[src/rtl/core/srsg_pkg.sv]
// Shared types and constants for the stepper ramp step generator.
// No dependencies; imported by the top level, srsg_apb_regs and srsg_motion.
package srsg_pkg;

  typedef enum logic [1:0] {
    KIND_TICK     = 2'd0,
    KIND_MOVE     = 2'd1,
    KIND_TABLE_WR = 2'd2
  } kind_e;

  typedef enum logic [1:0] {
    REG_FIRST    = 2'd0,
    REG_CRUISE   = 2'd1,
    REG_RAMP_LEN = 2'd2
  } reg_idx_e;

  localparam int unsigned IntervalW = 24;
  localparam int unsigned RampW     = 10;
  localparam logic [RampW-1:0] RampMax = {RampW{1'b1}};

  typedef struct packed {
    logic [IntervalW-1:0] first_interval;
    logic [IntervalW-1:0] cruise_interval;
    logic [RampW-1:0]     ramp_length;
  } cfg_t;

  // Input item; tdata carries table_value, table_index, target_position (high to low)
  typedef struct packed {
    logic [1:0]           kind;
    logic [IntervalW-1:0] table_value;
    logic [8:0]           table_index;
    logic [31:0]          target_position;
  } item_t;

  // Result item; packed so step_pulse lands in bit 0
  typedef struct packed {
    logic        moving;
    logic [31:0] distance_to_go;
    logic [31:0] position;
    logic        step_direction;
    logic        step_pulse;
  } result_t;

endpackage

[src/rtl/core/srsg_apb_regs.sv]
// APB configuration registers: first interval, cruise interval, ramp length.
// Depends on srsg_pkg.
module srsg_apb_regs
  import srsg_pkg::*;
(
  input  logic        clk_i,
  input  logic        rst_ni,
  input  logic        psel,
  input  logic        penable,
  input  logic        pwrite,
  input  logic [3:0]  paddr,
  input  logic [31:0] pwdata,
  output logic [31:0] prdata,
  output logic        pready,
  output cfg_t        cfg_o
);

  cfg_t     cfg_q, cfg_d;
  logic     wr_en;
  reg_idx_e reg_sel;

  assign pready  = 1'b1;
  assign wr_en   = psel && penable && pwrite;
  assign reg_sel = reg_idx_e'(paddr[3:2]);

  always_comb begin
    cfg_d = cfg_q;
    if (wr_en) begin
      case (reg_sel)
        REG_FIRST:    cfg_d.first_interval  = pwdata[IntervalW-1:0];
        REG_CRUISE:   cfg_d.cruise_interval = pwdata[IntervalW-1:0];
        REG_RAMP_LEN: cfg_d.ramp_length     = pwdata[RampW-1:0];
        default:      cfg_d = cfg_q;
      endcase
    end
  end

  always_comb begin
    case (reg_sel)
      REG_FIRST:    prdata = {8'd0, cfg_q.first_interval};
      REG_CRUISE:   prdata = {8'd0, cfg_q.cruise_interval};
      REG_RAMP_LEN: prdata = {22'd0, cfg_q.ramp_length};
      default:      prdata = 32'd0;
    endcase
  end

  always_ff @(posedge clk_i or negedge rst_ni) begin
    if (!rst_ni) begin
      cfg_q <= '0;
    end else begin
      cfg_q <= cfg_d;
    end
  end

  assign cfg_o = cfg_q;

endmodule

[config.mk]
export PLATFORM = sky130hd
export DESIGN_NAME = srsg_apb_regs
export DESIGN_NICKNAME = d
export VERILOG_FILES = /design/src/rtl/core/srsg_pkg.sv /design/src/rtl/core/srsg_apb_regs.sv
export SDC_FILE = /design/constraint.sdc
export NUM_CORES = 1
export LEC_CHECK = 0
export BUFFER_PORTS_ARGS = -buffer_cell sky130_fd_sc_hd__buf_2
export CORE_ASPECT_RATIO = 1.2
export CORE_UTILIZATION = 35
export DETAILED_ROUTE_END_ITERATION = 10
export GPL_TIMING_DRIVEN = 0
export PLACE_DENSITY = 0.62
export SETUP_SLACK_MARGIN = 0.05
export SLEW_MARGIN = 20
export SYNTH_ARGS = -nofsm -noshare
export SYNTH_HDL_FRONTEND = slang
export SYNTH_SLANG_ARGS = --single-unit
[constraint.sdc]
create_clock -name clk_i -period 2.4 [get_ports clk_i]
set_input_delay 0.36 -clock clk_i [delete_from_list [all_inputs] [get_ports clk_i]]
set_output_delay 0.36 -clock clk_i [all_outputs]
set_load 0.005 [all_outputs]
Word-level counts from Yosys, hierarchy flattened
Cells that the tools add are included.
W data, S select, Z words.
Word-level totals
  bits of input ports: 41
  bits in registers: 58
  logic and storage cells: 12
  output and inout bits: 91
Operators by class
  eq/ne operators: 2
  reductions and logical operators: 6
  mux-type cells: 1
Operator list (count)
  $pmux W24 S3: 1
  $reduce_and A2 Y1: 3
  $eq A2 B1 Y1 const B: 1
  $eq A2 B2 Y1 const B: 1
  $logic_and A1 B1 Y1: 2
  $logic_not A2 Y1: 1

Depth between registers and ports, before layout
Gate-level depths: netlist (run 1).
  depth after elaboration: 3
  depth in mapped cells: 5
  depth with buffers taken out: 3

Worst setup path after synthesis (run 1)
OpenSTA, ideal clock, no wires.
  path kind: input to register
  start point: input paddr[3]
  end point: register cfg_q (netlist bit cfg_o[34])
  library setup time: 125 ps
  data arrival time: 1438 ps
  path buffers: 2
  path slack: 837 ps
  cell stages on the path: 4
  required time: 2275 ps
  cell sequence: buf_2 nor3_2 buf_2 mux2_2
Between the ends
  word-level cells in the longest chain between the ends: 2
Ends and longest elaborated chain
  from (decl): RTL line srsg_apb_regs.sv:11  | input logic [3:0] paddr,
  $logic_not A2 Y1: RTL line srsg_apb_regs.sv:29  | case (reg_sel)
  $reduce_and A2 Y1 (no source line)
  to (signal assigned): RTL line srsg_apb_regs.sv:51  | cfg_q <= cfg_d;
  to (decl): RTL line srsg_apb_regs.sv:18  | cfg_t cfg_q, cfg_d;
No other way between the ends.
A chain may end at the register's enable or synchronous reset.

Worst setup path in the final report (run 1)
  start point: input paddr[3]
  end point: output prdata[3]
Between the ends
  word-level cells in the longest chain between the ends: 2
  elaborated cells between the ends (all ways): 4
  classes of those cells: eq/ne: 2; mux: 1; reduce/logical: 1
Ends and longest elaborated chain
  $eq A2 B2 Y1 (tied with other cells): RTL line srsg_apb_regs.sv:39  | case (reg_sel)
  $pmux W24 S3 (*): RTL line srsg_apb_regs.sv:39
  to (decl): RTL line srsg_apb_regs.sv:13  | output logic [31:0] prdata,
Every way passes the cells marked *; elsewhere a longest branch is shown, timed or not.

==> impl_metrics.env, run 1 <==
export IMPL_status="complete, no violations"
export IMPL_largest_register_ffs=58
export IMPL_postCtsSetupBuffers=0
export IMPL_hold_class="in2async"
export IMPL_fin_total_pwr_uw=3026
export IMPL_fin_area_sq_mm=0.003632
export IMPL_grtUsageTotal=0.1640
export IMPL_clock_latency_ns=0.33
export IMPL_grt_overflow_total=0
export IMPL_worstMarginPinSlew_ns=0.7328
export IMPL_multi_input_area_sq_mm=0.001180
export IMPL_seq_area_sq_mm=0.001451
export IMPL_vias=2022
export IMPL_antenna_cells=0
export IMPL_synth_seq_cells=58
export IMPL_yosys_warnings=0
export IMPL_fin_crit_ns=1.917
export IMPL_crit_arrival_ns=1.56
export IMPL_start_util=0.3592
export IMPL_area_growth_pct=31.95
export IMPL_cp_max_fo=10
export IMPL_r2r_start="cfg_o[13]"
export IMPL_core_area_sq_mm=0.007664
export IMPL_cp_startpoint="paddr[3]"
export IMPL_worst_hold_slack_ns=0.09460
export IMPL_avgSynthCellArea_sq_um=13.56
export IMPL_grt_use_met3=0.04813
export IMPL_regToRegSetupSlack_ns=1.62
export IMPL_globalRouteMet1Util=0.2092
export IMPL_clk_path_buf_depth=2
export IMPL_cts_buffers=9
export IMPL_die_h_um=99.15
export IMPL_cts_resized_gates=0
export IMPL_dieArea_sq_mm=0.008225
export IMPL_critPathLaunchType="primary input"
export IMPL_cts_clk_slew_worst_paths_ns=0.07
export IMPL_seq_area_frac_synth=0.5273
export IMPL_drt_iter0_markers=50
export IMPL_setup_viol=0
export IMPL_clock_skew_ns=0
export IMPL_die_w_um=82.96
export IMPL_top_usage_layer="met2"
export IMPL_vias_per_cell=4.724
export IMPL_fin_setup_tns_ns=0
export IMPL_slew_headroom=0.5115
export IMPL_critPathKind="in2out"
export IMPL_gp_congestion=0.7352
export IMPL_root_buffer="clkbuf_8"
export IMPL_p_per_area_mw_per_mm2=833.0
export IMPL_slew_viol_final=0
export IMPL_maxCapViolCount=0
export IMPL_gr_usage_met2=0.2636
export IMPL_dr_pass1_iters=4
export IMPL_nFillCells=717
export IMPL_async_flop_share=1.000
export IMPL_core_rowCount=35
export IMPL_synth_top_area_share=0.5273
export IMPL_antenna_found_initial=0
export IMPL_fmax_mhz=521.5
export IMPL_drc=0
export IMPL_grt_pass1_vias=1931
export IMPL_port_buffers=110
export IMPL_synthTopCellsByArea="dfrtp_1, mux2_2, mux2_4, mux2i_1, buf_4"
export IMPL_endpoint="prdata[3]"
export IMPL_ant_nets=0
export IMPL_postPlaceCellArea_sq_mm=0.003447
export IMPL_finalNetCount=372
export IMPL_hold_violations=0
export IMPL_yosysMostFrequentCell="dfrtp_1"
export IMPL_fin_crit_sh=0.7989
export IMPL_cts_hold_fix_buffers=0
export IMPL_grt_first_pass_wirelength_um=10350
export IMPL_cts_tree="yes"
export IMPL_dp_hpwl_um=4498
export IMPL_synthTopCellsByCount="dfrtp_1, mux2_2, mux2i_1"
export IMPL_synth_top_cell_by_area="dfrtp_1"
export IMPL_synthDistinctLibCells=17
export IMPL_grt_max_degree=59
export IMPL_num_io_pins=132
export IMPL_post_drt_wl_per_cell_um=15.04
export IMPL_syn_inst=203
export IMPL_synth_ff_type="dfrtp_1"
export IMPL_cts_num_sinks=58
export IMPL_r2r_end="cfg_o[13]"
export IMPL_power_leakage_uw=0.001961
export IMPL_reg2regPathDepth=1
export IMPL_h_tree_depth=3
export IMPL_routed_wl_um=6436
export IMPL_worst_setup_path_end_kind="output pin"
export IMPL_synth_edff_count=0
export IMPL_netlist_area_sq_mm=0.002753
export IMPL_layout_drive_gt1_share=0.6042
export IMPL_rsz0062_at_grt="no"
export IMPL_required_ns=2.04
export IMPL_peakVddDrop_uv=466.9
## power breakdown
group / leakage, uW / switching [uW] / internal, uW / total (uW)
combinational: 0.00115 / 301 / 490 / 791
sequential: 0.000711 / 172 / 1210 / 1380
clock: 0.0000958 / 384 / 472 / 856
total: 0.00196 / 857 / 2170 / 3030
## cells by family (layout without fill, tap and decap cells)
family / Yosys count / after routing / synth area share
multiplexers: 82 / 82 / 0.3518
AND/OR/NAND/NOR: 29 / 29 / 0.04637
other: 2 / 9 / 0.002728
AO/OA/AOI/OAI: 10 / 10 / 0.01818
buffers and inverters: 22 / 148 / 0.05363
flip-flops: 58 / 58 / 0.5273
## stage by stage
stage,setup slack [ns],utilization,cells
after floorplan,0.8374,-,210
after global placement,0.4913,0.4495,412
after detailed placement,0.4809,0.4498,412
after CTS,0.4716,0.4740,428
after global routing,0.3548,0.4740,428
final,0.4826,0.4740,428
## worst max-delay path, stage by stage
cell and delay (ns):
buf_2 0.20, nor2b_1 0.15, clkbuf_1 0.47, nand2_1 0.13, o21ai_0 0.10, buf_2 0.15
## cell usage in the layout (no fill, tap or decap)
cell / synthesis / final
buf_2: 7 / 116
buf_4: 9 / 10
buf_6: 3 / 3
bufinv_16: 0 / 1
clkbuf_1: 3 / 4
clkbuf_8: 0 / 9
clkinv_2: 0 / 4
clkinvlp_4: 0 / 1
conb_1: 2 / 9
dfrtp_1: 58 / 58
mux2_2: 38 / 38
mux2_4: 20 / 20
mux2i_1: 24 / 24
nand2_1: 10 / 10
nand3_1: 1 / 1
nor2_1: 14 / 14
nor2b_1: 1 / 1
nor3_2: 1 / 1
nor3b_1: 1 / 1
o21ai_0: 10 / 10
or3b_1: 1 / 1
## layout make-up
cell class              instances  share of cell area
multi-input cells             130              0.3248
well taps                      92             0.03169
plain buffers                  22             0.04065
clock inverters                 6             0.01585
flip-flops and latches         58              0.3996
clock buffers                  10             0.03514
repair buffers                110              0.1523
## per-layer routing
metal / vias up / wire (um)
met5: - / 0
met4: 0 / 84
met3: 7 / 322
met2: 80 / 3064
met1: 991 / 2965
li1: 944 / -
## worst min path at each step
stage | startpoint | end | slack [ns] | cells after the start
after detailed placement | rst_ni | cfg_o[20] | 0.48 | 1
after global routing | rst_ni | cfg_o[38] | 0.15 | 1
after global placement | cfg_o[11] | cfg_o[11] | 0.51 | 1
after floorplan | rst_ni | cfg_o[0] | 0.06 | 0
after CTS | rst_ni | cfg_o[49] | 0.11 | 1
final | rst_ni | cfg_o[18] | 0.09 | 1
Note: power is estimated with default switching activity, not from simulation.
==> inputs of run 2 (changes only) <==
Settings changed: ABC_AREA from default to 1.
Clock period 2.4 ns to 1.9 ns, I/O delays scaled along.
==> impl_metrics.env, run 2 <==
export IMPL_status="complete, no violations"
export IMPL_pwr_share_seq=0.431
export IMPL_wl_met3_um=421
export IMPL_fin_crit_ns=1.536
export IMPL_yosysMostFrequentCell="nand2_1"
export IMPL_vias_per_cell=4.460
export IMPL_core_rowCount=35
export IMPL_die_w_um=83.58
export IMPL_grt_overflow_total=0
export IMPL_slew_headroom=0.5063
export IMPL_grtUsageTotal=0.1859
export IMPL_reg2regPathDepth=2
export IMPL_synth_compound_area_frac=0
export IMPL_peakVddDrop_uv=462.7
export IMPL_grt_max_degree=59
export IMPL_synth_top_family_by_area="simple AND/OR/NAND/NOR gates"
export IMPL_start_util=0.3627
export IMPL_synthDistinctLibCells=15
export IMPL_multi_input_area_sq_mm=0.001155
export IMPL_regToRegSetupSlack_ns=1.26
export IMPL_yosys_warnings=0
export IMPL_antenna_cells=0
export IMPL_synth_xor_area_share=0
export IMPL_cts_buffers=9
export IMPL_crit_chain="buf_2, nor2_4, buf_2, nand2_1, nand3_1, buf_2"
export IMPL_nFillCells=809
export IMPL_cp_startpoint="paddr[3]"
export IMPL_cts_num_sinks=58
export IMPL_worst_hold_slack_ns=0.01779
export IMPL_hold_violations=0
export IMPL_vias=2600
export IMPL_fin_setup_tns_ns=0
export IMPL_synth_edff_count=0
export IMPL_h_tree_depth=3
export IMPL_layout_drive_gt1_share=0.3544
export IMPL_seq_area_sq_mm=0.001451
export IMPL_worst_setup_path_end_kind="output pin"
export IMPL_hold_class="in2async"
export IMPL_fin_crit_sh=0.8083
export IMPL_dp_hpwl_um=5315
export IMPL_num_io_pins=132
export IMPL_port_buffers=112
export IMPL_syn_inst=356
export IMPL_endpoint="prdata[1]"
export IMPL_grt_pass1_vias=2338
export IMPL_fin_ws_ns=0.3642
export IMPL_final_util=0.4867
export IMPL_netlist_area_sq_mm=0.002795
export IMPL_maxCapViolCount=0
export IMPL_yosys_area_share_adder=0
export IMPL_clk_path_buf_depth=2
export IMPL_most_common_layout_cells="nand2_1, buf_2, dfrtp_1"
export IMPL_cts_resized_gates=0
export IMPL_pre_cts_slack_ns=0.3646
export IMPL_seq_area_frac_synth=0.5192
export IMPL_crit_arrival_ns=1.25
export IMPL_r2r_end="cfg_o[13]"
export IMPL_cts_tree="yes"
export IMPL_swShare=0.2803
export IMPL_finalNetCount=527
export IMPL_power_leakage_uw=0.002286
export IMPL_required_ns=1.62
export IMPL_area_growth_pct=34.20
export IMPL_async_flop_share=1.000
export IMPL_critPathKind="in2out"
export IMPL_wl_met1_um=3371
export IMPL_gp_congestion=0.7217
export IMPL_die_h_um=99.90
export IMPL_p_switching_uw=1100
export IMPL_cts_hold_fix_buffers=0
export IMPL_grt_first_pass_wirelength_um=12010
export IMPL_ant_nets=0
export IMPL_pwr_share_clk=0.364
export IMPL_post_drt_wl_per_cell_um=12.85
export IMPL_rsz0062_at_grt="no"
export IMPL_synthTopCellsByCount="nand2_1, dfrtp_1, nand2_2"
export IMPL_slew_viol_final=0
export IMPL_cts_clk_slew_worst_paths_ns=0.07
export IMPL_highest_layer="met4"
export IMPL_drt_iter0_markers=102
export IMPL_cp_depth=6
export IMPL_routed_wl_um=7491
export IMPL_synthTopCellsByArea="dfrtp_1, nand2_1, buf_6, buf_4, nand2_2"
export IMPL_p_per_area_mw_per_mm2=1046
export IMPL_worst_path_buf_inv=3
export IMPL_synth_top_cell_by_area="dfrtp_1"
export IMPL_synthMuxAreaShare=0
export IMPL_dr_wl_met2_um=3587
export IMPL_cpMaxStageDelayCell="buf_2"
export IMPL_final_common_cell="nand2_1"
export IMPL_critPathLaunchType="primary input"
export IMPL_cp_max_fo=10
export IMPL_synth_ff_type="dfrtp_1"
export IMPL_drc=0
export IMPL_cp_common_cell="buf_2"
export IMPL_synth_simple_area_share=0.4011
export IMPL_finalNonFillerCells=583
export IMPL_dieArea_sq_mm=0.008349
export IMPL_core_area_sq_mm=0.007707
export IMPL_slowest_delay_ns=0.31
export IMPL_clock_latency_ns=0.33
export IMPL_largest_register_ffs=58
export IMPL_clock_skew_ns=0
export IMPL_cp_top_family="buffers and inverters"
export IMPL_placed_cells=567
export IMPL_worstMarginPinSlew_ns=0.7406
export IMPL_dr_pass1_iters=4
export IMPL_synth_seq_cells=58
export IMPL_pwr_share_comb=0.205
export IMPL_r2r_start="cfg_o[13]"
export IMPL_root_buffer="clkbuf_8"
export IMPL_fmax_mhz=651.1
export IMPL_synth_top_area_share=0.5192
export IMPL_avgSynthCellArea_sq_um=7.852
export IMPL_postCtsSetupBuffers=0
export IMPL_setup_viol=0
export IMPL_internal_power_uw=2824
export IMPL_antenna_found_initial=0
run 2: cell count changes after synthesis, sizes merged:
cell    change
nand2     +243
mux2       -58
mux2i      -24
nand3      +10
o21ai      -10
nor2        -9
inv         +5
buf         +3
clkbuf      -3
nor2b       -1
nor3        -1
nor3b       -1
or3b        -1
run 2: worst min path at each step:
stage,startpoint,to,slack (ns),cells after the start
finish,rst_ni,cfg_o[55],0.02,1
global route,rst_ni,cfg_o[30],0.08,1
CTS,rst_ni,cfg_o[55],0.04,1
detailed placement,rst_ni,cfg_o[55],0.40,1
global placement,cfg_o[27],cfg_o[27],0.47,2
floorplan,rst_ni,cfg_o[0],-0.01,0
run 2: logic make-up (layout without fill, tap and decap cells):
family,count (synthesis),in the layout
other,2,9
buffers and inverters,27,155
and+or+nand+nor,269,269
DFF,58,58
run 2: metal layers:
layer / vias to the layer above / global-route usage
met5: - / 0
met4: 0 / 0.06780
met3: 12 / 0.03783
met2: 90 / 0.2952
met1: 1183 / 0.2530
li1: 1315 / -
run 2: power groups by stage:
stage	Sequential (uW)	Clock [uW]	Combinational, uW
finish	1690	1430	804
global route	1730	1520	919
CTS	1690	1460	819
detailed placement	1710	0	817
global placement	1700	0	801
floorplan	1720	0	339
run 2: stage by stage:
| step | power [uW] | area (sq um) |
|---|---|---|
| after CTS | 3969 | 3751 |
| final | 3924 | 3751 |
| after floorplan | 2055 | 2821 |
| after global placement | 2506 | 3497 |
| after global routing | 4170 | 3751 |
| after detailed placement | 2529 | 3500 |
run 2: layout make-up:
type | instances | area share
sequential | 58 | 0.3869
multi-input combinational | 278 | 0.3079
timing repair buffer | 112 | 0.1501
buffer | 22 | 0.05170
clock buffer | 11 | 0.04036
tap | 92 | 0.03069
clock inverter | 5 | 0.02668
inverter | 5 | 0.005670
