**config.mk**
```make
export PLATFORM = sky130hd
export DESIGN_NAME = srsg_motion
export DESIGN_NICKNAME = d
export VERILOG_FILES = /design/src/rtl/core/srsg_pkg.sv /design/src/rtl/core/srsg_motion.sv
export SDC_FILE = /design/constraint.sdc
export NUM_CORES = 1
export LEC_CHECK = 0
export BUFFER_PORTS_ARGS = -buffer_cell sky130_fd_sc_hd__buf_4
export CORE_ASPECT_RATIO = 1.75
export CORE_MARGIN = 2
export CORE_UTILIZATION = 53
export DETAILED_ROUTE_END_ITERATION = 10
export GPL_TIMING_DRIVEN = 0
export PLACE_DENSITY = 0.87
export SYNTH_ARGS = -nofsm -noshare
export SYNTH_HDL_FRONTEND = slang
export SYNTH_SLANG_ARGS = --single-unit
```
**constraint.sdc**
```tcl
create_clock -name clk_i -period 12.6 [get_ports clk_i]
set_input_delay 2.52 -clock clk_i [delete_from_list [all_inputs] [get_ports clk_i]]
set_output_delay 2.52 -clock clk_i [all_outputs]
set_load 0.03 [all_outputs]
```
**src/rtl/core/srsg_pkg.sv**
```systemverilog
// Shared types and constants for the stepper ramp step generator.
// No dependencies; imported by the top level, srsg_apb_regs and srsg_motion.
package srsg_pkg;

  typedef enum logic [1:0] {
    KIND_TICK     = 2'd0,
    KIND_MOVE     = 2'd1,
    KIND_TABLE_WR = 2'd2
  } kind_e;

  typedef enum logic [1:0] {
    REG_FIRST    = 2'd0,
    REG_CRUISE   = 2'd1,
    REG_RAMP_LEN = 2'd2
  } reg_idx_e;

  localparam int unsigned IntervalW = 24;
  localparam int unsigned RampW     = 10;
  localparam logic [RampW-1:0] RampMax = {RampW{1'b1}};

  typedef struct packed {
    logic [IntervalW-1:0] first_interval;
    logic [IntervalW-1:0] cruise_interval;
    logic [RampW-1:0]     ramp_length;
  } cfg_t;

  // Input item; tdata carries table_value, table_index, target_position (high to low)
  typedef struct packed {
    logic [1:0]           kind;
    logic [IntervalW-1:0] table_value;
    logic [8:0]           table_index;
    logic [31:0]          target_position;
  } item_t;

  // Result item; packed so step_pulse lands in bit 0
  typedef struct packed {
    logic        moving;
    logic [31:0] distance_to_go;
    logic [31:0] position;
    logic        step_direction;
    logic        step_pulse;
  } result_t;

endpackage

```
**src/rtl/core/srsg_motion.sv**
```systemverilog
// Motion state and speed update: position, goal, ramp index, flags, interval.
// Depends on srsg_pkg; table data comes from the ramp RAM, read at the ramp index this update will see.
module srsg_motion
  import srsg_pkg::*;
(
  input  logic                 clk_i,
  input  logic                 rst_ni,
  input  logic                 exec_i,
  input  item_t                item_i,
  input  cfg_t                 cfg_i,
  input  logic [IntervalW-1:0] table_rd_i,
  output result_t              result_o,
  output logic [RampW-1:0]     ramp_index_d_o
);

  logic [31:0]          pos_q, pos_d, goal_q, goal_d;
  logic [RampW-1:0]     ramp_q, ramp_d;
  logic                 accel_q, accel_d, dir_q, dir_d;
  logic [IntervalW-1:0] interval_q, interval_d;
  logic [31:0]          elapsed_q, elapsed_d, elapsed_inc;

  logic        step, do_update, positive, negative, same_way, ramp_ge_mag, accel_n;
  logic [31:0] diff, mag;

  assign elapsed_inc = (elapsed_q == 32'hFFFF_FFFF) ? elapsed_q : elapsed_q + 32'd1;
  assign step = (item_i.kind == KIND_TICK) && (interval_q != '0)
             && (elapsed_inc >= {8'd0, interval_q});

  assign pos_d  = step ? (dir_q ? pos_q + 32'd1 : pos_q - 32'd1) : pos_q;
  assign goal_d = (item_i.kind == KIND_MOVE) ? item_i.target_position : goal_q;
  assign diff   = goal_d - pos_d;

  assign negative    = diff[31];
  assign positive    = (diff != 32'd0) && !diff[31];
  assign mag         = negative ? (32'd0 - diff) : diff;
  assign same_way    = (dir_q == positive);
  assign ramp_ge_mag = (mag[31:RampW] == '0) && (ramp_q >= mag[RampW-1:0]);
  assign do_update   = step || (item_i.kind == KIND_MOVE);

  always_comb begin
    accel_n = accel_q;
    if (diff != 32'd0) begin
      if (accel_q) begin
        if (ramp_ge_mag || !same_way) accel_n = 1'b0;
      end else begin
        if (!ramp_ge_mag && same_way) accel_n = 1'b1;
      end
    end
  end

  always_comb begin
    ramp_d     = ramp_q;
    accel_d    = accel_q;
    dir_d      = dir_q;
    interval_d = interval_q;
    elapsed_d  = (item_i.kind == KIND_TICK) ? elapsed_inc : elapsed_q;
    if (step) elapsed_d = 32'd0;
    if (do_update) begin
      if ((diff == 32'd0) && (ramp_q <= RampW'(1))) begin
        // at target and slow enough: stop
        interval_d = '0;
        ramp_d     = '0;
      end else begin
        accel_d = accel_n;
        if (ramp_q == '0) begin
          interval_d = cfg_i.first_interval;
          dir_d      = positive;
          ramp_d     = RampW'(1);
        end else if (ramp_q == cfg_i.ramp_length) begin
          interval_d = cfg_i.cruise_interval;
          if (!accel_n) ramp_d = ramp_q - RampW'(1);
        end else begin
          interval_d = table_rd_i;
          if (accel_n) begin
            if (ramp_q != RampMax) ramp_d = ramp_q + RampW'(1);
          end else begin
            ramp_d = ramp_q - RampW'(1);
          end
        end
      end
    end
  end

  always_ff @(posedge clk_i or negedge rst_ni) begin
    if (!rst_ni) begin
      pos_q      <= '0;
      goal_q     <= '0;
      ramp_q     <= '0;
      accel_q    <= 1'b0;
      dir_q      <= 1'b0;
      interval_q <= '0;
      elapsed_q  <= 32'hFFFF_FFFF;
    end else if (exec_i) begin
      pos_q      <= pos_d;
      goal_q     <= goal_d;
      ramp_q     <= ramp_d;
      accel_q    <= accel_d;
      dir_q      <= dir_d;
      interval_q <= interval_d;
      elapsed_q  <= elapsed_d;
    end
  end

  // ramp index the next item will see; holds while nothing executes
  assign ramp_index_d_o = exec_i ? ramp_d : ramp_q;

  assign result_o.step_pulse     = step;
  assign result_o.step_direction = dir_d;
  assign result_o.position       = pos_d;
  assign result_o.distance_to_go = diff;
  assign result_o.moving         = (interval_d != '0);

endmodule
```
; Word-level counts from Yosys, hierarchy flattened
; Cells that the tools add are included.
[op_classes]
n_addsub = 7
order_cmp = 3
eq_ne = 5
mux = 26
bitwise = 1
n_reduce_logical = 21
[ops]
columns = cell, count
row1 = $mux 32, 7
row2 = $mux 24, 4
row3 = $mux 10, 8
row4 = $add 32x1->32 const B, 2
row5 = $reduce_bool 24->1, 2
row6 = $eq 32x32->1 const B, 1
row7 = $ge 32x24->1, 1
row8 = $logic_not 32->1, 1
row9 = $reduce_bool 32->1, 1
row10 = $sub 1x32->32 const A, 1
row11 = $sub 32x1->32 const B, 1
row12 = $sub 32x32->32, 1
row13 = $logic_not 22->1, 1
row14 = $add 10x1->10 const B, 1
row15 = $eq 10x10->1, 1
row16 = $ge 10x10->1, 1
row17 = $le 10x1->1 const B, 1
row18 = $logic_not 10->1, 1
row19 = $ne 10x10->1 const B, 1
row20 = $sub 10x1->10 const B, 1
row21 = $mux 1, 7
row22 = $logic_and 1x1->1, 6
row23 = $logic_not 1->1, 3
row24 = $reduce_and 3->1, 1
row25 = other kinds (7), 8
[word_totals]
register_bits = 132
inputBits = 152
output_inout_bits = 77
wordCells = 70

; Depth between registers and ports, before layout
; Gate-level depths: netlist of the first run.
[depth]
ltp_word = 21
ltp_mapped = 55
depth_no_buf = 48

; Worst setup path before layout of the first run
; Ideal clock, no wire load.
[synth_path]
path_kind = flip-flop to output port
from = register elapsed_q[9]
to = output port ramp_index_d_o[7]
arrival_time_ns = 10.638
required_time_ns = 10.080
slack_ns = -0.558
stages_incl_launch_ff = 53
n_path_buf = 6
path_cell_list = dfstp_2 > clkbuf_1 > nand4_1 > nor4_1 > and4_1 > buf_2 > nor2_1 > nand3_1 > nor3_1 > and3_1 > clkbuf_1 > nand3_1 > nor2_1 > xnor2_1 > ha_1 > nand4_1 > nor2_1 > o2111ai_1 > (+17 left out) > clkbuf_1 > nor2_1 > xnor2_1 > ha_1 > and2_1 > o21ai_0 > o21ai_0 > o31ai_1 > a21oi_1 > a2bb2oi_1 > nand4_1 > nor2_1 > nor3b_1 > nand4_1 > o31ai_4 > mux2_1 > or3b_1 > o21ai_1
[synth_rtl]
columns = element, line
row1 = from (decl), srsg_motion.sv:20  ; logic [31:0] elapsed_q, elapsed_d, elapsed_inc;
row2 = from (signal assigned), srsg_motion.sv:100  ; elapsed_q <= elapsed_d;
row3 = to (decl), srsg_motion.sv:13  ; output logic [RampW-1:0] ramp_index_d_o

; Final worst setup path of the first run
[layout_path]
from = register elapsed_q[6]
to = output port ramp_index_d_o[4]
[layout_via]
elab_chain_len = 21
word_cells_on_any_way = 34
classes_between = add/sub (3) / order compare (2) / eq/ne (2) / mux (14) / reduce/logical (13)
[layout_lines]
columns = element, line
row1 = $add 32x1->32 or $eq 32x32->1 (tied branches), srsg_motion.sv:25  ; assign elapsed_inc = (elapsed_q == 32'hFFFF_FFFF) ? elapsed_q : elapsed_q + 32'd1;
row2 = $mux 32 (*), srsg_motion.sv:25
row3 = $ge 32x24->1 (*), srsg_motion.sv:27  ; && (elapsed_inc >= {8'd0, interval_q});
row4 = $logic_and 1x1->1 (*), srsg_motion.sv:27
row5 = $mux 32, srsg_motion.sv:29  ; assign pos_d = step ? (dir_q ? pos_q + 32'd1 : pos_q - 32'd1) : pos_q;
row6 = $sub 32x32->32, srsg_motion.sv:31  ; assign diff = goal_d - pos_d;
row7 = $sub 1x32->32, srsg_motion.sv:35  ; assign mag = negative ? (32'd0 - diff) : diff;
row8 = $mux 32, srsg_motion.sv:35
row9 = (+5 left out), --
row10 = $mux 1, srsg_motion.sv:43  ; if (accel_q) begin
row11 = $mux 1, srsg_motion.sv:42  ; if (diff != 32'd0) begin
row12 = $mux 10 (on tied branches), "srsg_motion.sv:74, srsg_motion.sv:71"
row13 = $mux 10, srsg_motion.sv:69  ; end else if (ramp_q == cfg_i.ramp_length) begin
row14 = $mux 10, srsg_motion.sv:65  ; if (ramp_q == '0) begin
row15 = $mux 10, srsg_motion.sv:59  ; if ((diff == 32'd0) && (ramp_q <= RampW'(1))) begin
row16 = $mux 10 (*), srsg_motion.sv:58  ; if (do_update) begin
row17 = $mux 10 (*), --
; Mark *: on every way between the ends. The rest lies on a longest branch, timed or not.

==> impl_table.tex, run 1 <==
\begin{tabular}{lr}
\hline
Metric & Value \\
\hline
\multicolumn{2}{l}{\textbf{Run status}} \\
Status & finished, violations left \\
Violations in the final reports & setup timing \\
\multicolumn{2}{l}{\textbf{GRT}} \\
Via count of the first global-routing pass & 15000 \\
GR Util All Layers & 0.382 \\
Overall overflow remaining after global route & 0 \\
Largest net degree at the start of global routing & 98 \\
Wire length of the first global-routing pass & 78500 um \\
Initial antenna violation count & 1 \\
\multicolumn{2}{l}{\textbf{Clocking}} \\
TritonCTS clock tree & built \\
Number of clock buffers inserted by TritonCTS & 17 \\
Clock sink total & 132 \\
Worst-Skew Late Latency & 0.45 ns \\
Maximum root-to-sink buffer count & 2 \\
Worst-path clk slew & 0.06 ns \\
Master cell of the clock root buffer & sky130\_fd\_sc\_hd\_\_clkbuf\_16 \\
CTS Hold Bufs & 0 \\
Deepest level of the CTS H-tree & 4 \\
\multicolumn{2}{l}{\textbf{Pwr}} \\
Proportion of power drawn by combinational gates & 0.791 \\
Leak Pwr & 7.63 nW \\
Clock network fraction of design power & 0.088 \\
Total power draw & 5.76 mW \\
Power per Cell Area & 323 nW/um2 \\
Share of total power consumed by net switching & 0.538 \\
IR drop worst, VDD & 365 uV \\
Internal power contribution & 2.66 mW \\
Relative contribution of sequential cells to total power & 0.121 \\
Reported net switching power & 3.10 mW \\
\multicolumn{2}{l}{\textbf{Logic synthesis}} \\
Gate count of the mapped netlist & 1652 \\
Number of enable flip-flop cells after synthesis & 0 \\
Avg Synthesized Cell Area & 8.10 um2 \\
Post-synthesis instance area & 13400 um2 \\
Sequential share of the synthesized area & 0.250 \\
Area share of the largest cell type after synthesis & 0.187 \\
FF+latch count, synth & 132 \\
Async set-or-reset flop fraction in the synthesized netlist & 1.00 \\
Number of distinct library cells after synthesis & 95 \\
Most used DFF post-synth & sky130\_fd\_sc\_hd\_\_dfrtp\_1 \\
Top cell type by total area after synthesis & sky130\_fd\_sc\_hd\_\_dfrtp\_1 \\
Top cells by area, synth & sky130\_fd\_sc\_hd\_\_dfrtp\_1 (19\%), sky130\_fd\_sc\_hd\_\_ha\_1 (9.3\%), sky130\_fd\_sc\_hd\_\_dfstp\_2 (6.3\%), sky130\_fd\_sc\_hd\_\_mux2\_2 (5.9\%), sky130\_fd\_sc\_hd\_\_a21oi\_1 (4.6\%) \\
Syn\_nets & 1906 \\
Total number of yosys warnings & 0 \\
\multicolumn{2}{l}{\textbf{Critical path}} \\
Path type of the worst setup path & reg -> out \\
Startpoint of the worst register-to-register path & elapsed\_q[6] \\
Critical-path cell with the highest stage delay & sky130\_fd\_sc\_hd\_\_dfstp\_2 \\
Data arrival time of the worst path & 11.12 ns \\
FF-to-FF End & ramp\_q[4] \\
CP Data Required Time & 10.08 ns \\
Critical path's most frequent cell & sky130\_fd\_sc\_hd\_\_nand4\_1 \\
Peak fanout along the critical path & 10 \\
Maximum cell stage delay along the critical path & 0.62 ns \\
Type of element capturing the critical path & output port \\
Worst-case reg-to-reg path depth & 52 \\
Startpoint Class & flip-flop \\
Worst reg-to-reg setup slack & 1.80 ns \\
\multicolumn{2}{l}{\textbf{Timing}} \\
Final WS setup & -1.04 ns \\
Final-report hold violation count & 0 \\
Max-slew violation total from the final report & 0 \\
Final hold slack & 0.468 ns \\
Final Cycle Share & 1.08 \\
RSZ-0062 raised after global routing & true \\
Largest clock skew in the final design & 0.00862 ns \\
Clock period minus final worst setup slack & 13.64 ns \\
FMAX & 73.3 MHz \\
Worst slew margin relative to its limit & 0.172 \\
Final total negative setup slack & -9.24 ns \\
Setup violations, final & 10 \\
Tightest Pin Transition & 1.22 ns \\
\multicolumn{2}{l}{\textbf{Detailed routing}} \\
Total Wirelength & 53000 um \\
Number of nets with antenna violations after detailed routing & 0 \\
Starting DRT DRC Count & 1529 \\
Post-route DRC violation count & 0 \\
First-pass DRT Iterations & 6 \\
Vias after detailed routing & 15300 \\
Post-DR wirelength/cell & 23.1 um \\
Via-per-instance ratio & 6.65 \\
\multicolumn{2}{l}{\textbf{Die}} \\
Initial Util & 0.534 \\
Top Ports & 229 \\
Die area & 26600 um2 \\
Floorplan die width & 124 um \\
CORE AREA & 25000 um2 \\
Die H & 214 um \\
Row count & 77 \\
\multicolumn{2}{l}{\textbf{Worst hold path}} \\
Worst hold path type & reg -> reg \\
Hold path cells & 2 \\
Hold path start & elapsed\_q[23] \\
Hold Path Sink & elapsed\_q[23] \\
\multicolumn{2}{l}{\textbf{Final layout}} \\
Proportion of layout cells with a drive suffix above 1 & 0.316 \\
Number of nets in the layout & 2220 \\
Most common cell after layout, fill and taps aside & sky130\_fd\_sc\_hd\_\_buf\_4 \\
Area growth, synth to finish & 33.0\% \\
Diodes inserted & 0 \\
Total of fill cells in the finished design & 1836 \\
Most frequent cells in the layout & sky130\_fd\_sc\_hd\_\_buf\_4 (292), sky130\_fd\_sc\_hd\_\_nand2\_1 (152), sky130\_fd\_sc\_hd\_\_nor2\_1 (116), sky130\_fd\_sc\_hd\_\_a21oi\_1 (100), sky130\_fd\_sc\_hd\_\_dfrtp\_1 (100) \\
\multicolumn{2}{l}{\textbf{Placement}} \\
Buffers added on ports & 195 \\
Detail Placement HPWL & 35700 um \\
Setup WS pre-CTS & -3.41 ns \\
Final weighted congestion in routability-driven placement & 0.971 \\
\multicolumn{2}{l}{\textbf{Job}} \\
\# Max-Cap Violations & 0 \\
\hline
\end{tabular}
metal layers:
metal / share of wire / wire, um / vias to the layer above / global-route usage
li1: - / - / 6690 / -
met1: 0.33 / 17300 / 7245 / 0.388
met2: 0.50 / 26400 / 956 / 0.651
met3: 0.077 / 4090 / 374 / 0.0840
met4: 0.098 / 5210 / 2 / 0.310
met5: 0.00019 / 10 / - / 0
registers in the layout (all words and copies together), names as in the netlist:
register    count
dir_q           1
interval_q     24
pos_q          32
ramp_q         10
goal_q         32
accel_q         1
elapsed_q      32
worst max-delay path, delay by kind of cell, from the launching register on:
| family | cells | cell delay, ns |
|---|---|---|
| AOI/OAI and AO/OA | 19 | 3.55 |
| xor gates and xnor gates | 4 | 0.83 |
| adders and majority gates | 3 | 0.97 |
| buffers and inverters | 7 | 1.19 |
| DFF | 1 | 0.62 |
| muxes | 1 | 0.30 |
| and+or+nand+nor | 17 | 3.19 |
stage by stage:
step,instances,util,area (um2)
2_1_floorplan,1652,-,13400
5_1_grt,2295,0.710,17800
3_5_place_dp,2164,0.611,15300
4_1_cts,2267,0.689,17300
6_report,2295,0.710,17800
3_3_place_gp,2163,0.610,15300
final cells by class:
class | instances | area [um2] | area share
Inverter | 97 | 377 | 0.0212
Clock inverter | 15 | 158 | 0.00886
Multi-Input combinational cell | 1343 | 10300 | 0.577
Timing Repair Buffer | 304 | 2390 | 0.134
Tap cell | 316 | 395 | 0.0222
Buffer | 70 | 445 | 0.0250
Timing Repair inverter | 1 | 5.00 | 0.000281
Clock buffer | 17 | 425 | 0.0239
Sequential cell | 132 | 3340 | 0.188
synthesized netlist by cell type, drive strengths merged (8+ instances only):
cell / n
a211o: 10
a211oi: 15
a21o: 46
a21oi: 125
a31oi: 12
and2: 19
and3: 22
buf: 25
clkbuf: 55
dfrtp: 100
dfstp: 32
ha: 100
inv: 96
mux2: 72
mux2i: 46
nand2: 159
nand2b: 18
nand3: 44
nand4: 32
nor2: 128
nor2b: 12
nor3: 39
nor4: 26
o2111ai: 9
o211ai: 12
o21a: 18
o21ai: 110
o31a: 9
o31ai: 43
or2: 10
or3: 11
or4: 8
xnor2: 61
xor2: 31
cells by family after synthesis:
family / synth area share
buf+inv: 0.0531
fa+ha+maj: 0.0965
mux: 0.0950
flops: 0.250
xor+xnor: 0.0619
compound gates: 0.236
simple gates: 0.208
power by group through the flow:
| stage | combinational, mW | sequential [mW] | clock (mW) |
|---|---|---|---|
| 2_1_floorplan | 2.72 | 0.635 | 0 |
| 3_3_place_gp | 3.66 | 0.671 | 0 |
| 3_5_place_dp | 3.74 | 0.678 | 0 |
| 4_1_cts | 4.23 | 0.676 | 0.500 |
| 5_1_grt | 4.83 | 0.704 | 0.521 |
| 6_report | 4.55 | 0.695 | 0.505 |
repair_timing:
action / 4_1_cts / 5_1_grt
setup buffers: 74 / 33
gates cloned: 3 / 0
pin swaps: 65 / 66
resized for setup: 173 / 78
setup endpoints to repair: 25 / 11
worst max path at each step:
stage | depth (start not counted) | slack [ns] | start | end
final | 51 | -1.04 | elapsed_q[6] | ramp_index_d_o[4]
after CTS | 53 | -0.47 | elapsed_q[26] | ramp_index_d_o[4]
after global placement | 54 | -3.26 | elapsed_q[9] | ramp_index_d_o[5]
after floorplan | 52 | 0.02 | elapsed_q[9] | ramp_index_d_o[7]
after detailed placement | 54 | -3.41 | elapsed_q[9] | ramp_index_d_o[5]
after global routing | 51 | -1.14 | elapsed_q[0] | ramp_index_d_o[4]
Power figures use the tool's default switching activity.
==> run 2: changes to the inputs <==
- CORE_UTILIZATION: 53 -> 30
- PLACE_DENSITY: 0.87 -> 0.58
==> impl_table.tex, run 2 (synthesis gave the netlist of run 1 again) <==
\begin{tabular}{lr}
\hline
Metric & Value \\
\hline
\multicolumn{2}{l}{\textbf{Final layout}} \\
Non-filler cells, final & 2554 (was 2295) \\
Most frequent cells in the layout & sky130\_fd\_sc\_hd\_\_buf\_4 (292), sky130\_fd\_sc\_hd\_\_nand2\_1 (152), sky130\_fd\_sc\_hd\_\_nor2\_1 (116), sky130\_fd\_sc\_hd\_\_dfrtp\_1 (100), sky130\_fd\_sc\_hd\_\_a21oi\_1 (98) (was sky130\_fd\_sc\_hd\_\_buf\_4 (292), sky130\_fd\_sc\_hd\_\_nand2\_1 (152), sky130\_fd\_sc\_hd\_\_nor2\_1 (116), sky130\_fd\_sc\_hd\_\_a21oi\_1 (100), sky130\_fd\_sc\_hd\_\_dfrtp\_1 (100)) \\
Number of nets in the layout & 2222 (was 2220) \\
Proportion of layout cells with a drive suffix above 1 & 0.314 (was 0.316) \\
Area growth, synth to finish & 34.8\% (was 33.0\%) \\
Biggest regs & elapsed\_q: 32 flops, goal\_q: 32 flops, pos\_q: 32 flops (unchanged) \\
Most common cell after layout, fill and taps aside & sky130\_fd\_sc\_hd\_\_buf\_4 (unchanged) \\
Total non-filler cell area in the finished layout & 18000 um2 (was 17800 um2) \\
\multicolumn{2}{l}{\textbf{Die}} \\
Initial Util & 0.303 (was 0.534) \\
Top Ports & 229 (unchanged) \\
Floorplan die width & 164 um (was 124 um) \\
CORE AREA & 44200 um2 (was 25000 um2) \\
Row count & 102 (was 77) \\
Die area & 46400 um2 (was 26600 um2) \\
Die H & 283 um (was 214 um) \\
\multicolumn{2}{l}{\textbf{Placement}} \\
Setup WS pre-CTS & -3.81 ns (was -3.41 ns) \\
Detail Placement HPWL & 39500 um (was 35700 um) \\
\# placed instances & 2420 (was 2164) \\
Final weighted congestion in routability-driven placement & 0.951 (was 0.971) \\
Buffers added on ports & 195 (unchanged) \\
Placement Cell Area & 15600 um2 (was 15300 um2) \\
\multicolumn{2}{l}{\textbf{Pwr}} \\
Leak Pwr & 7.63 nW (about the same) \\
IR drop worst, VDD & 266 uV (was 365 uV) \\
Power per Cell Area & 315 nW/um2 (was 323 nW/um2) \\
\multicolumn{2}{l}{\textbf{Clocking}} \\
Master cell of the clock root buffer & sky130\_fd\_sc\_hd\_\_clkbuf\_16 (unchanged) \\
Clock sink total & 132 (unchanged) \\
CTS Hold Bufs & 0 (unchanged) \\
Deepest level of the CTS H-tree & 4 (unchanged) \\
Worst-path clk slew & 0.07 ns (was 0.06 ns) \\
Number of clock buffers inserted by TritonCTS & 17 (unchanged) \\
Worst-Skew Late Latency & 0.46 ns (was 0.45 ns) \\
Maximum root-to-sink buffer count & 2 (unchanged) \\
TritonCTS clock tree & built (unchanged) \\
\multicolumn{2}{l}{\textbf{Timing}} \\
Setup violations, final & 10 (unchanged) \\
Final-report hold violation count & 0 (unchanged) \\
Final WS setup & -0.657 ns (was -1.04 ns) \\
Worst slew margin relative to its limit & 0.160 (was 0.172) \\
Final hold slack & 0.480 ns (was 0.468 ns) \\
Final Cycle Share & 1.05 (was 1.08) \\
Final total negative setup slack & -5.67 ns (was -9.24 ns) \\
Clock period minus final worst setup slack & 13.26 ns (was 13.64 ns) \\
Tightest Pin Transition & 1.25 ns (was 1.22 ns) \\
RSZ-0062 raised after global routing & true (unchanged) \\
Largest clock skew in the final design & 0.0168 ns (was 0.00862 ns) \\
FMAX & 75.4 MHz (was 73.3 MHz) \\
Max-slew violation total from the final report & 0 (unchanged) \\
\multicolumn{2}{l}{\textbf{Detailed routing}} \\
Vias after detailed routing & 14100 (was 15300) \\
Via-per-instance ratio & 5.51 (was 6.65) \\
Post-DR wirelength/cell & 20.2 um (was 23.1 um) \\
Starting DRT DRC Count & 695 (was 1529) \\
Total Wirelength & 51600 um (was 53000 um) \\
Post-route DRC violation count & 0 (unchanged) \\
First-pass DRT Iterations & 5 (was 6) \\
Number of nets with antenna violations after detailed routing & 0 (unchanged) \\
\multicolumn{2}{l}{\textbf{Worst hold path}} \\
Worst hold path type & reg -> reg (unchanged) \\
Hold path start & elapsed\_q[23] (unchanged) \\
Hold path cells & 2 (unchanged) \\
Hold Path Sink & elapsed\_q[23] (unchanged) \\
\multicolumn{2}{l}{\textbf{Critical path}} \\
FF-to-FF End & ramp\_q[7] (was ramp\_q[4]) \\
Startpoint Class & flip-flop (unchanged) \\
CP Data Required Time & 10.08 ns (about the same) \\
Critical-path cell with the highest stage delay & sky130\_fd\_sc\_hd\_\_dfstp\_2 (unchanged) \\
Type of element capturing the critical path & output port (unchanged) \\
Peak fanout along the critical path & 10 (unchanged) \\
Critical path's most frequent cell & sky130\_fd\_sc\_hd\_\_nand4\_1 (unchanged) \\
Worst reg-to-reg setup slack & 2.28 ns (was 1.80 ns) \\
Startpoint of the worst register-to-register path & elapsed\_q[18] (was elapsed\_q[6]) \\
Data arrival time of the worst path & 10.74 ns (was 11.12 ns) \\
Worst-case reg-to-reg path depth & 51 (was 52) \\
Maximum cell stage delay along the critical path & 0.57 ns (was 0.62 ns) \\
Path type of the worst setup path & reg -> out (unchanged) \\
\multicolumn{2}{l}{\textbf{GRT}} \\
Largest net degree at the start of global routing & 95 (was 98) \\
Overall overflow remaining after global route & 0 (unchanged) \\
GR Util All Layers & 0.217 (was 0.382) \\
Wire length of the first global-routing pass & 78300 um (was 78500 um) \\
Initial antenna violation count & 1 (unchanged) \\
Via count of the first global-routing pass & 14400 (was 15000) \\
\multicolumn{2}{l}{\textbf{Job}} \\
\# Max-Cap Violations & 0 (unchanged) \\
\multicolumn{2}{l}{\textbf{Run status}} \\
Violations in the final reports & setup timing (unchanged) \\
Status & finished, violations left (unchanged) \\
\hline
\end{tabular}
==> run 2: worst max-delay path by stage <==
stage               slack [ns]           endpoint     startpoint  depth (start not counted)
floorplan                 0.02  ramp_index_d_o[7]   elapsed_q[9]                         52
global placement         -3.81  ramp_index_d_o[5]   elapsed_q[9]                         54
detailed placement       -3.81  ramp_index_d_o[5]   elapsed_q[9]                         53
CTS                      -0.59  ramp_index_d_o[4]   elapsed_q[3]                         51
global route             -1.05  ramp_index_d_o[7]  elapsed_q[18]                         49
finish                   -0.66  ramp_index_d_o[7]  elapsed_q[18]                         51
==> run 2: critical path: cells and delay by family, from the launching register on <==
family,cells,cell delay [ns]
AOI/OAI and AO/OA,19,3.62
xor gates and xnor gates,4,0.82
adders and majority gates,3,0.92
buffers and inverters,6,0.98
DFF,1,0.57
muxes,1,0.32
and+or+nand+nor,18,3.05
==> run 2: metrics by stage <==
stage	util	total power [mW]
after floorplan	-	3.35
after global placement	0.353	4.46
after detailed placement	0.354	4.52
after CTS	0.395	5.41
after global routing	0.409	6.06
final	0.409	5.68
==> run 2: repair_timing <==
item / 4_1_cts / 5_1_grt
cloned: 3 / 1
gates resized for setup: 160 / 80
pin swaps: 56 / 39
setup buffers: 74 / 31
endpoints found under the setup margin: 26 / 11
endpoints found under the hold margin: 0 / 0
==> run 2: routing by layer <==
layer	wire, um	GRT usage	up-vias
met1	17700	0.207	6807
met4	3980	0.159	0
li1	-	-	6698
met5	0	0	-
met2	28500	0.418	402
met3	1440	0.0221	172
==> run 2: area by class of cell <==
class                           count  area (um2)
Timing Repair Buffer              304        2390
Clock buffer                       17         425
Fill cell                        4538       26100
Multi-Input combinational cell   1343       10200
Antenna cell                        1        2.50
Timing Repair inverter              1        5.00
Inverter                           97         380
Clock inverter                     15         164
Sequential cell                   132        3340
Tap cell                          572         716
Buffer                             72         420
==> run 2: power by group <==
group          switching [mW]  internal, mW
Clock                   0.237         0.281
Combinational            2.69          1.79
Sequential              0.132         0.553
